<file path="src/hdl/cursor_array_list_engine_top_assert.svh">
// ----------------------------------------------------------------------------
// Assertion macros for the cursor array list engine
// Shared property forms; each expects clk and arst_n in scope.
// ----------------------------------------------------------------------------
`ifndef CURSOR_ARRAY_LIST_ENGINE_TOP_ASSERT_SVH
`define CURSOR_ARRAY_LIST_ENGINE_TOP_ASSERT_SVH

// Same-cycle implication, checked out of reset
`define CALE_ASSERT_IMP(label, ante, cons) \
	label: assert property (@(posedge clk) disable iff (!arst_n) (ante) |-> (cons)) \
		else $error("cale assertion failed");

// Next-cycle implication, checked out of reset
`define CALE_ASSERT_NXT(label, ante, cons) \
	label: assert property (@(posedge clk) disable iff (!arst_n) (ante) |=> (cons)) \
		else $error("cale assertion failed");

// Invariant, checked out of reset
`define CALE_ASSERT_ALWAYS(label, cond) \
	label: assert property (@(posedge clk) disable iff (!arst_n) (cond)) \
		else $error("cale assertion failed");

`endif

</file>
<file path="src/hdl/cale_pkg.sv">
// ----------------------------------------------------------------------------
// cale_pkg
// Types and constants of the cursor array list engine.
// ----------------------------------------------------------------------------
package cale_pkg;

	// List store geometry
	localparam int DEPTH     = 16;
	localparam int WORD_BITS = 32;
	localparam int AW        = $clog2(DEPTH);
	localparam int LEN_BITS  = 5;
	localparam int CUR_BITS  = 6;
	localparam int OP_BITS   = 3;
	localparam int IDX_BITS  = 4;

	// Operation codes
	typedef enum logic [OP_BITS-1:0] {
		OP_APPEND = 3'd0,
		OP_INSERT = 3'd1,
		OP_REMOVE = 3'd2,
		OP_START  = 3'd3,
		OP_END    = 3'd4,
		OP_PREV   = 3'd5,
		OP_NEXT   = 3'd6,
		OP_READ   = 3'd7
	} cale_op_t;

	// Sequencer states
	typedef enum logic [2:0] {
		ST_IDLE,
		ST_READ,
		ST_INS_RD,
		ST_INS_WR,
		ST_INS_PUT,
		ST_RM_DATA,
		ST_RM_RD,
		ST_RM_WR
	} cale_state_t;

endpackage

</file>
<file path="src/hdl/cale_ram.sv">
// ----------------------------------------------------------------------------
// cale_ram
// Generic single-write, single-read RAM with registered read data.
// ----------------------------------------------------------------------------
module cale_ram #(
	parameter int WIDTH = 32,
	parameter int DEPTH = 16
) (
	input  logic                     clk,
	input  logic                     we,
	input  logic [$clog2(DEPTH)-1:0] waddr,
	input  logic [WIDTH-1:0]         wdata,
	input  logic [$clog2(DEPTH)-1:0] raddr,
	output logic [WIDTH-1:0]         rdata
);

	logic [WIDTH-1:0] mem [DEPTH];

	// Write and registered read
	always_ff @(posedge clk) begin
		if (we) begin
			mem[waddr] <= wdata;
		end
		rdata <= mem[raddr];
	end

endmodule

</file>
<file path="src/hdl/cursor_array_list_engine_top.sv">
// Cursor moves and append register their result at acceptance; read goes through ST_READ.
// Insert walks ST_INS_RD and ST_INS_WR per moved entry, then ST_INS_PUT; remove walks ST_RM_DATA,
// then ST_RM_RD and ST_RM_WR per moved entry: each shifted entry costs one read and one write on
// the single list RAM port pair. busy stays high until the last cycle of the shift; one item is in
// work at a time. The result is strobed by done for one cycle; the receiver cannot stall.
// Reset clears length, cursor and the sequencer and sets the limit to 16; RAM is not cleared.
// ----------------------------------------------------------------------------
// cursor_array_list_engine_top
// Ordered list of signed words with a cursor, held in a RAM and shifted
// one entry at a time by a small sequencer.
// ----------------------------------------------------------------------------
`include "cursor_array_list_engine_top_assert.svh"

module cursor_array_list_engine_top (
	input  logic                                  clk,
	input  logic                                  arst_n,
	input  logic                                  cfg_we,
	input  logic [cale_pkg::LEN_BITS-1:0]         cfg_data,
	input  logic                                  start,
	output logic                                  busy,
	input  logic [cale_pkg::OP_BITS-1:0]          op,
	input  logic signed [cale_pkg::WORD_BITS-1:0] value,
	input  logic [cale_pkg::IDX_BITS-1:0]         index,
	output logic                                  done,
	output logic signed [cale_pkg::WORD_BITS-1:0] data,
	output logic                                  ok,
	output logic [cale_pkg::LEN_BITS-1:0]         length,
	output logic signed [cale_pkg::CUR_BITS-1:0]  cursor
);

	import cale_pkg::*;

	cale_state_t                 state_q, state_d;
	logic [LEN_BITS-1:0]         cap_q;
	logic [LEN_BITS-1:0]         count_q, count_d;
	logic signed [CUR_BITS-1:0]  pos_q, pos_d;
	logic [AW-1:0]               ptr_q, ptr_d;
	logic [WORD_BITS-1:0]        val_q, val_d;
	logic                        done_q, done_d;
	logic                        ok_q, ok_d;
	logic [WORD_BITS-1:0]        data_q, data_d;

	logic                        ram_we;
	logic [AW-1:0]               ram_waddr;
	logic [WORD_BITS-1:0]        ram_wdata;
	logic [AW-1:0]               ram_raddr;
	logic [WORD_BITS-1:0]        ram_rdata;

	logic [LEN_BITS-1:0]         limit;
	logic                        room;
	logic                        pos_neg;
	logic [LEN_BITS-1:0]         pos_u;
	logic                        accept;

	// List store
	cale_ram #(
		.WIDTH(WORD_BITS),
		.DEPTH(DEPTH)
	) u_ram (
		.clk  (clk),
		.we   (ram_we),
		.waddr(ram_waddr),
		.wdata(ram_wdata),
		.raddr(ram_raddr),
		.rdata(ram_rdata)
	);

	// Effective limit and cursor views
	assign limit   = (cap_q > LEN_BITS'(DEPTH)) ? LEN_BITS'(DEPTH) : cap_q;
	assign room    = count_q < limit;
	assign pos_neg = pos_q[CUR_BITS-1];
	assign pos_u   = pos_q[LEN_BITS-1:0];
	assign accept  = start && (state_q == ST_IDLE);

	// State register
	always_ff @(posedge clk or negedge arst_n) begin
		if (!arst_n) begin
			state_q <= ST_IDLE;
		end else begin
			state_q <= state_d;
		end
	end

	// Control registers
	always_ff @(posedge clk or negedge arst_n) begin
		if (!arst_n) begin
			cap_q   <= LEN_BITS'(DEPTH);
			count_q <= '0;
			pos_q   <= '0;
			done_q  <= 1'b0;
		end else begin
			if (cfg_we) begin
				cap_q <= cfg_data;
			end
			count_q <= count_d;
			pos_q   <= pos_d;
			done_q  <= done_d;
		end
	end

	// Payload registers
	always_ff @(posedge clk) begin
		ptr_q  <= ptr_d;
		val_q  <= val_d;
		ok_q   <= ok_d;
		data_q <= data_d;
	end

	// Next state, datapath control and result
	always_comb begin
		state_d   = state_q;
		count_d   = count_q;
		pos_d     = pos_q;
		ptr_d     = ptr_q;
		val_d     = val_q;
		done_d    = 1'b0;
		ok_d      = ok_q;
		data_d    = data_q;
		ram_we    = 1'b0;
		ram_waddr = ptr_q;
		ram_wdata = ram_rdata;
		ram_raddr = ptr_q;
		case (state_q)
			ST_IDLE: begin
				ram_raddr = (cale_op_t'(op) == OP_READ) ? index : pos_q[AW-1:0];
				if (accept) begin
					done_d = 1'b1;
					ok_d   = 1'b1;
					data_d = '0;
					case (cale_op_t'(op))
						OP_APPEND: begin
							if (room) begin
								ram_we    = 1'b1;
								ram_waddr = count_q[AW-1:0];
								ram_wdata = value;
								count_d   = count_q + LEN_BITS'(1);
							end else begin
								ok_d = 1'b0;
							end
						end
						OP_INSERT: begin
							if (room && !pos_neg && (pos_u <= count_q)) begin
								done_d = 1'b0;
								val_d  = value;
								if (pos_u == count_q) begin
									state_d = ST_INS_PUT;
								end else begin
									ptr_d   = AW'(count_q - LEN_BITS'(1));
									state_d = ST_INS_RD;
								end
							end else begin
								ok_d = 1'b0;
							end
						end
						OP_REMOVE: begin
							if (!pos_neg && (pos_u < count_q)) begin
								done_d  = 1'b0;
								state_d = ST_RM_DATA;
							end else begin
								ok_d = 1'b0;
							end
						end
						OP_START: begin
							pos_d = '0;
						end
						OP_END: begin
							pos_d = $signed({1'b0, count_q}) - CUR_BITS'(1);
						end
						OP_PREV: begin
							if (pos_q > 0) begin
								pos_d = pos_q - CUR_BITS'(1);
							end else begin
								ok_d = 1'b0;
							end
						end
						OP_NEXT: begin
							if (pos_q < $signed({1'b0, count_q})) begin
								pos_d = pos_q + CUR_BITS'(1);
							end else begin
								ok_d = 1'b0;
							end
						end
						OP_READ: begin
							if ({1'b0, index} < count_q) begin
								done_d  = 1'b0;
								state_d = ST_READ;
							end else begin
								ok_d = 1'b0;
							end
						end
						default: begin
							ok_d = 1'b0;
						end
					endcase
					if (!ok_d) begin
						data_d = '1;
					end
				end
			end
			ST_READ: begin
				done_d  = 1'b1;
				data_d  = ram_rdata;
				state_d = ST_IDLE;
			end
			// Shift up: read entry ptr, write it to ptr + 1
			ST_INS_RD: begin
				ram_raddr = ptr_q;
				state_d   = ST_INS_WR;
			end
			ST_INS_WR: begin
				ram_we    = 1'b1;
				ram_waddr = ptr_q + AW'(1);
				ram_wdata = ram_rdata;
				if (ptr_q == pos_q[AW-1:0]) begin
					state_d = ST_INS_PUT;
				end else begin
					ptr_d   = ptr_q - AW'(1);
					state_d = ST_INS_RD;
				end
			end
			ST_INS_PUT: begin
				ram_we    = 1'b1;
				ram_waddr = pos_q[AW-1:0];
				ram_wdata = val_q;
				count_d   = count_q + LEN_BITS'(1);
				done_d    = 1'b1;
				data_d    = '0;
				state_d   = ST_IDLE;
			end
			// Hold the removed word, then shift down
			ST_RM_DATA: begin
				val_d = ram_rdata;
				if (pos_u + LEN_BITS'(1) == count_q) begin
					count_d = count_q - LEN_BITS'(1);
					done_d  = 1'b1;
					data_d  = ram_rdata;
					state_d = ST_IDLE;
				end else begin
					ptr_d   = pos_q[AW-1:0];
					state_d = ST_RM_RD;
				end
			end
			ST_RM_RD: begin
				ram_raddr = ptr_q + AW'(1);
				state_d   = ST_RM_WR;
			end
			ST_RM_WR: begin
				ram_we    = 1'b1;
				ram_waddr = ptr_q;
				ram_wdata = ram_rdata;
				if ({1'b0, ptr_q} + LEN_BITS'(2) == count_q) begin
					count_d = count_q - LEN_BITS'(1);
					done_d  = 1'b1;
					data_d  = val_q;
					state_d = ST_IDLE;
				end else begin
					ptr_d   = ptr_q + AW'(1);
					state_d = ST_RM_RD;
				end
			end
			default: begin
				state_d = ST_IDLE;
			end
		endcase
	end

	// Drive outputs
	assign busy   = (state_q != ST_IDLE);
	assign done   = done_q;
	assign data   = data_q;
	assign ok     = ok_q;
	assign length = count_q;
	assign cursor = pos_q;

	// Checks
	`CALE_ASSERT_NXT(a_accept_answers, start && !busy, done || busy)
	`CALE_ASSERT_IMP(a_no_done_while_busy, busy, !done)
	`CALE_ASSERT_IMP(a_refused_all_ones, done && !ok, data == '1)
	`CALE_ASSERT_ALWAYS(a_length_in_range, length <= LEN_BITS'(DEPTH))
	`CALE_ASSERT_ALWAYS(a_cursor_in_range, (cursor >= -1) && (cursor <= $signed({1'b0, length})))

endmodule

</file>
<file path="config.mk">
export PLATFORM = sky130hd
export DESIGN_NAME = cursor_array_list_engine_top
export DESIGN_NICKNAME = d
export VERILOG_FILES = /design/src/hdl/cale_pkg.sv /design/src/hdl/cale_ram.sv /design/src/hdl/cursor_array_list_engine_top.sv
export VERILOG_INCLUDE_DIRS = /design/src /design/src/hdl
export SDC_FILE = /design/constraint.sdc
export NUM_CORES = 1
export LEC_CHECK = 0
export ABC_AREA = 1
export BUFFER_PORTS_ARGS = -buffer_cell sky130_fd_sc_hd__buf_2
export CAP_MARGIN = 5
export CELL_PAD_IN_SITES_DETAIL_PLACEMENT = 0
export CELL_PAD_IN_SITES_GLOBAL_PLACEMENT = 1
export CORE_MARGIN = 2
export CORE_UTILIZATION = 53
export DETAILED_ROUTE_END_ITERATION = 16
export GPL_TIMING_DRIVEN = 0
export PLACE_DENSITY = 0.82
export SETUP_SLACK_MARGIN = 0.4
export SLEW_MARGIN = 5
export SYNTH_ARGS = -nofsm -noshare
export SYNTH_HDL_FRONTEND = slang
export SYNTH_SLANG_ARGS = --single-unit
</file>
<file path="constraint.sdc">
create_clock -name clk -period 7.7 [get_ports clk]
set_clock_uncertainty 0.15 [all_clocks]
set_input_delay 1.54 -clock clk [delete_from_list [all_inputs] [get_ports clk]]
set_output_delay 1.54 -clock clk [all_outputs]
set_load 0.05 [all_outputs]
</file>
==> qor.yml, run 1 <==
critPathMaxFanout: 10
vias: 22280
worstPathRequired_ns: 6.01
max_freq_mhz: 209.9
drt-wirelength-per-cell_um: 22.33
dr.pass1.iters: 6
die_w_um: 239.0
ys_seq_area_frac: 0.6352
ant_nets: 0
worst_pin_slew_ns: 1.125
r2r_end: "val_q[6]$_DFFE_PP_"
cts_setup_buffers: 0
timing.rr.start: "length[4]$_DFFE_PN0P_"
status: "completed"
io_pins: 94
antenna_found_initial: 2
hold_viol: 0
crit_buf_inv: 4
holdWs_ns: 0.3599
drc_errors: 0
cts_buffer_depth: 3
critical_path.cell_chain: "inv_2, nand2_4, clkbuf_1, buf_1, buf_2"
worst_path_largest_cell_delay_ns: 0.81
hold_class: "reg2reg"
num_rows: 86
numCtsBuffers: 70
avgSynthCellArea_um2: 10.09
cp.arrival_ns: 3.07
drt-total-wl_mm: 86.42
yosysUniqueCellTypes: 44
postSynthCellCount: 2900
r2r_cells: 13
grt_pass1_wl_mm: 127.8
netlist_area_um2: 29260
netlist_top_cells_count: "nand2_1, nand3_1, edfxtp_1"
max_cap_violations: 0
gr-usage-all-layers: 0.3028
start_util: 0.5332
dpl-instance-area_um2: 31610
setup_viol: 0
setup_tns_ns: 0
worstSetupStartpointType: "flip-flop"
pre_cts_ws_ns: 3.017
layout_min_cycle_time_ns: 4.764
slew_viol_final: 0
portBuffers: 91
cts_root_buffer: "clkbuf_16"
clk_pin_slew_ns: 0.06
drive_gt1_frac: 0.1327
postCtsResizedCells: 0
rsz0062_at_grt: "false"
insertion_delay_ns: 0.62
synth_top_area_frac: 0.5962
stdcell_area_um2: 33900
crit_path_end_kind: "primary output"
period_share: 0.6186
drt_iter0_drc: 2450
nets: 3182
synth.most_common_cell: "nand2_1"
grt_max_degree: 33
synth_edf_count: 581
whs_endpoint: "cap_q[1]$_DFFE_PN0P_"
synth.area.top_cells: "edfxtp_1, nand3_1, nand2_1, inv_1, dfxtp_1"
ctsHtreeMaxLevel: 3
drt-vias-per-instance: 5.757
grt_pass1_vias: 20930
crit_type: "reg2out"
yosys.area.top_type: "edfxtp_1"
fp.dieArea_um2: 57110
place.gp.congestion: 0.9235
worst_slack_ns: 2.936
overflow: 0
die_y_um: 239.0
ys_ff_latch: 633
area_growth_pct: 15.86
syn-num-nets: 2974
async_flop_share: 0.03160
n_fill_cell: 4457
ys_warn_count: 0
path_delay_family: "buffers and inverters"
detailed_place_hpwl_mm: 61.33
cts_hold_buf: 0
slew_headroom: 0.2502
r2r_slack_ns: 3.84
cts.sinks: 633
worstHoldStart: "cap_q[1]$_DFFE_PN0P_"
tritoncts: "yes"
critPathSlowestCell: "buf_1"
synth_ff_type: "edfxtp_1"
hold_depth: 1
coreArea_um2: 54880
==> flip-flops by register name (all words and copies together), names as in the netlist <==
register,cells
length,5
ptr_q,4
cap_q,5
cursor,6
state_q,3
done,1
u_ram.rdata,32
ok,1
val_q,32
data,32
u_ram.mem,512
==> metrics by stage <==
| step | instances | util |
|---|---|---|
| global route | 3869 | 0.6178 |
| floorplan | 2900 | - |
| CTS | 3869 | 0.6177 |
| global placement | 3695 | 0.5576 |
| detailed placement | 3740 | 0.5760 |
| finish | 3870 | 0.6178 |
==> per-layer routing <==
| metal | up-vias | part of all wire | track usage |
|---|---|---|---|
| met3 | 187 | 0.096 | 0.05427 |
| met2 | 1182 | 0.45 | 0.4715 |
| met4 | 0 | 0.031 | 0.1030 |
| li1 | 10290 | - | - |
| met1 | 10620 | 0.42 | 0.4307 |
| met5 | - | 0 | 0 |
==> logic make-up (layout without fill, tap and decap cells) <==
logic type               count (synthesis)  count (layout)  share of synthesized area
AND/OR/NAND/NOR                       1404            1404                     0.2189
flip-flops                             633             633                     0.6352
buffers and inverters                  585             850                    0.08068
AO/OA/AOI/OAI                          227             227                    0.04605
adder cells (fa/ha/maj)                 26              26                    0.01137
XOR/XNOR                                22              22                   0.006584
multiplexers                             3               3                   0.001154
other                                    0               1                          0
==> worst max-delay path by stage <==
stage | start | cells after the start | end
after floorplan | op[1] | 4 | val_q[0]$_DFFE_PP_
after global placement | op[0] | 5 | val_q[5]$_DFFE_PP_
after detailed placement | op[2] | 10 | u_ram.mem[6][10]$_DFFE_PP_
after CTS | state_q[2]$_DFFE_PN0P_ | 5 | busy
after global routing | state_q[2]$_DFFE_PN0P_ | 5 | busy
final | state_q[2]$_DFFE_PN0P_ | 5 | busy
==> layout make-up <==
| class | instances | area [µm²] | area share |
|---|---|---|---|
| multi-input combinational | 1682 | 8698 | 0.2566 |
| tap | 704 | 880.8 | 0.02598 |
| sequential | 633 | 18590 | 0.5483 |
| buffer | 173 | 814.5 | 0.02402 |
| timing repair buffer | 136 | 1080 | 0.03185 |
| antenna | 1 | 2.502 | 0.00007381 |
| clock buffer | 90 | 1941 | 0.05724 |
| inverter | 412 | 1546 | 0.04561 |
| clock inverter | 39 | 351.6 | 0.01037 |
==> layout by cell type, fill, tap and decap left out, types with 35 or more instances in the layout <==
master	count
nor2_1	41
edfxtp_1	581
buf_2	190
clkbuf_16	73
nand2_1	631
a22oi_1	35
nand3b_1	68
a21oi_1	51
o21ai_0	84
clkbuf_1	67
inv_1	400
nand3_1	610
Power of run 1 is left out: the tool's default activity adds up to more than one toggle a clock period on the data nets, which glitch-free logic cannot reach.
==> run 2, diff against run 1 <==
- CORE_UTILIZATION: 53 -> 45
- PLACE_DENSITY: 0.82 -> 0.73
- clock period: 7.7 -> 3.9 ns (I/O delays scaled with it)
==> run 2 against run 1 <==
Compared with the run above:
- register-to-register slack worse by 3.3 ns
- sequential share of layout area down 0.90 points
- critical path type unchanged
- critical endpoint unchanged
- final area up 1.7%
==> qor.yml, run 2 (synthesis results as in run 1) <==
detailed_place_hpwl_mm: 64.29  # was 61.33 mm
worst_pin_slew_ns: 1.255  # was 1.125 ns
io_pins: 94  # unchanged
drc_errors: 0  # unchanged
ctsHtreeMaxLevel: 3  # unchanged
met2_usage: 0.4256  # was 0.4715
antenna_found_initial: 5  # was 2
hold_viol: 0  # unchanged
tritoncts: "yes"  # unchanged
area_growth_pct: 17.80  # was 15.86%
mostFrequentLayoutCell: "nand2_1"  # unchanged
drt-wirelength-per-cell_um: 22.29  # was 22.33 µm
cts.sinks: 633  # unchanged
met1_usage: 0.3792  # was 0.4307
die_w_um: 259.0  # was 239.0 µm
portBuffers: 91  # unchanged
vias: 22170  # was 22280
top_register: "u_ram.mem"  # unchanged
status: "completed"  # unchanged
max_freq_mhz: 279.8
critPathMaxFanout: 10  # unchanged
period_share: 0.9163
insertion_delay_ns: 0.62  # about the same
use_met3: 0.05009  # was 0.05427
worstPathRequired_ns: 2.97  # was 6.01 ns
worstSetupStartpointType: "flip-flop"  # unchanged
cts_buffer_depth: 3  # unchanged
overflow: 0  # unchanged
drt-vias-per-instance: 5.484  # was 5.757
clk_pin_slew_ns: 0.06  # about the same
max_cap_violations: 0  # unchanged
grt_max_degree: 33  # unchanged
place_inst: 3887  # was 3740
crit_path_end_kind: "primary output"  # unchanged
die_y_um: 259.0  # was 239.0 µm
slew_headroom: 0.1634  # was 0.2502
largest_reg_flops: 512  # unchanged
start_util: 0.4548  # was 0.5332
drt-total-wl_mm: 90.08  # was 86.42 mm
drt_iter0_drc: 2460  # was 2450
hold_class: "in2reg"  # was reg2reg
dr.pass1.iters: 5  # was 6
layout_min_cycle_time_ns: 3.574
cts_root_buffer: "clkbuf_16"  # unchanged
place.gp.congestion: 0.8927  # was 0.9235
setup_viol: 0  # unchanged
grt_pass1_vias: 21420  # was 20930
grt_pass1_wl_mm: 133.5  # was 127.8 mm
cp.arrival_ns: 2.64  # was 3.07 ns
nets: 3207  # was 3182
numCtsBuffers: 71  # was 70
crit_type: "reg2out"  # unchanged
num_rows: 93  # was 86
final_cell_mix: "nand2_1, nand3_1, edfxtp_1"  # unchanged
fin_cells: 4042  # was 3870
gr-usage-all-layers: 0.2686  # was 0.3028
fp.dieArea_um2: 67080  # was 57110 µm²
busiest_layer: "met2"  # unchanged
ant_nets: 0  # unchanged
rsz0062_at_grt: "true"  # was false
slew_viol_final: 0  # unchanged
coreArea_um2: 64350  # was 54880 µm²
drive_gt1_frac: 0.1413  # was 0.1327
-- run 2: cell count changes in the layout (fill, tap and decap cells not counted), sizes merged --
cell	previous run	this run
buf	254	275
inv	411	413
clkinvlp	1	5
clkinv	33	29
diode	1	2
clkdlybuf4s18	0	1
bufinv	6	1
dlygate4sd3	0	1
-- run 2: timing repair --
item	CTS	global route
resized for setup	5	26
pin swaps	15	5
setup buffers	22	5
cloned	0	0
setup endpoints to repair	482	817
hold buffers	1	0
hold endpoints to repair	19	0
-- run 2: cell type report --
class,count,area [µm²]
repair buffers,160,1516
fillers,5708,29880
diodes,2,5.005
well taps,855,1070
clock buffers,89,1866
inverters,412,1548
flip-flops and latches,633,18590
clock inverters,36,254.0
multi-input cells,1682,8795
plain buffers,173,828.3
-- run 2: per-layer routing --
layer  wire (µm)  vias to the layer above
met4        2283                        0
met2       41120                      914
li1            -                    10350
met1       39250                    10740
met3        7425                      155
met5           0                        -
-- run 2: worst max-delay path, cell delays in order (launching register included) --
cell	delay, ns
dfrtp_1	0.49
inv_2	0.14
nand2_4	0.16
clkbuf_2	0.30
clkdlybuf4s18_2	0.57
buf_2	0.36
-- run 2: final timing paths --
check                                        from                        end  slack, ns  cells past startpoint
setup reg to reg             cap_q[4]$_DFFE_PN1P_  u_ram.mem[9][6]$_DFFE_PP_       0.54                     14
hold reg to reg              cap_q[2]$_DFFE_PN0P_       cap_q[2]$_DFFE_PN0P_       0.36                      1
setup / recovery           state_q[2]$_DFFE_PN0P_                       busy       0.33                      5
hold / removal                        cfg_data[0]       cap_q[0]$_DFFE_PN0P_       0.23                      3
min in group asynchronous                  arst_n      cursor[0]$_DFFE_PN0P_       0.50                      2
max in group asynchronous                  arst_n       cap_q[4]$_DFFE_PN1P_       2.72                      2
-- run 2: per-stage QoR --
step | TNS, ns | hold slack (ns) | worst slack, ns | cell area (µm²) | util
final | 0 | 0.2253 | 0.3264 | 34470 | 0.5357
after global routing | 0 | 0.2331 | 0.2598 | 34470 | 0.5356
after CTS | 0 | 0.2032 | 0.08807 | 34300 | 0.5331
after detailed placement | -11.98 | 0.3508 | -0.1745 | 31830 | 0.4947
after global placement | -1043.61 | 0.3485 | -1.899 | 30810 | 0.4788
after floorplan | -6.864 | 0.3311 | -0.02039 | 29280 | -
Power of run 2 is left out for the same reason.
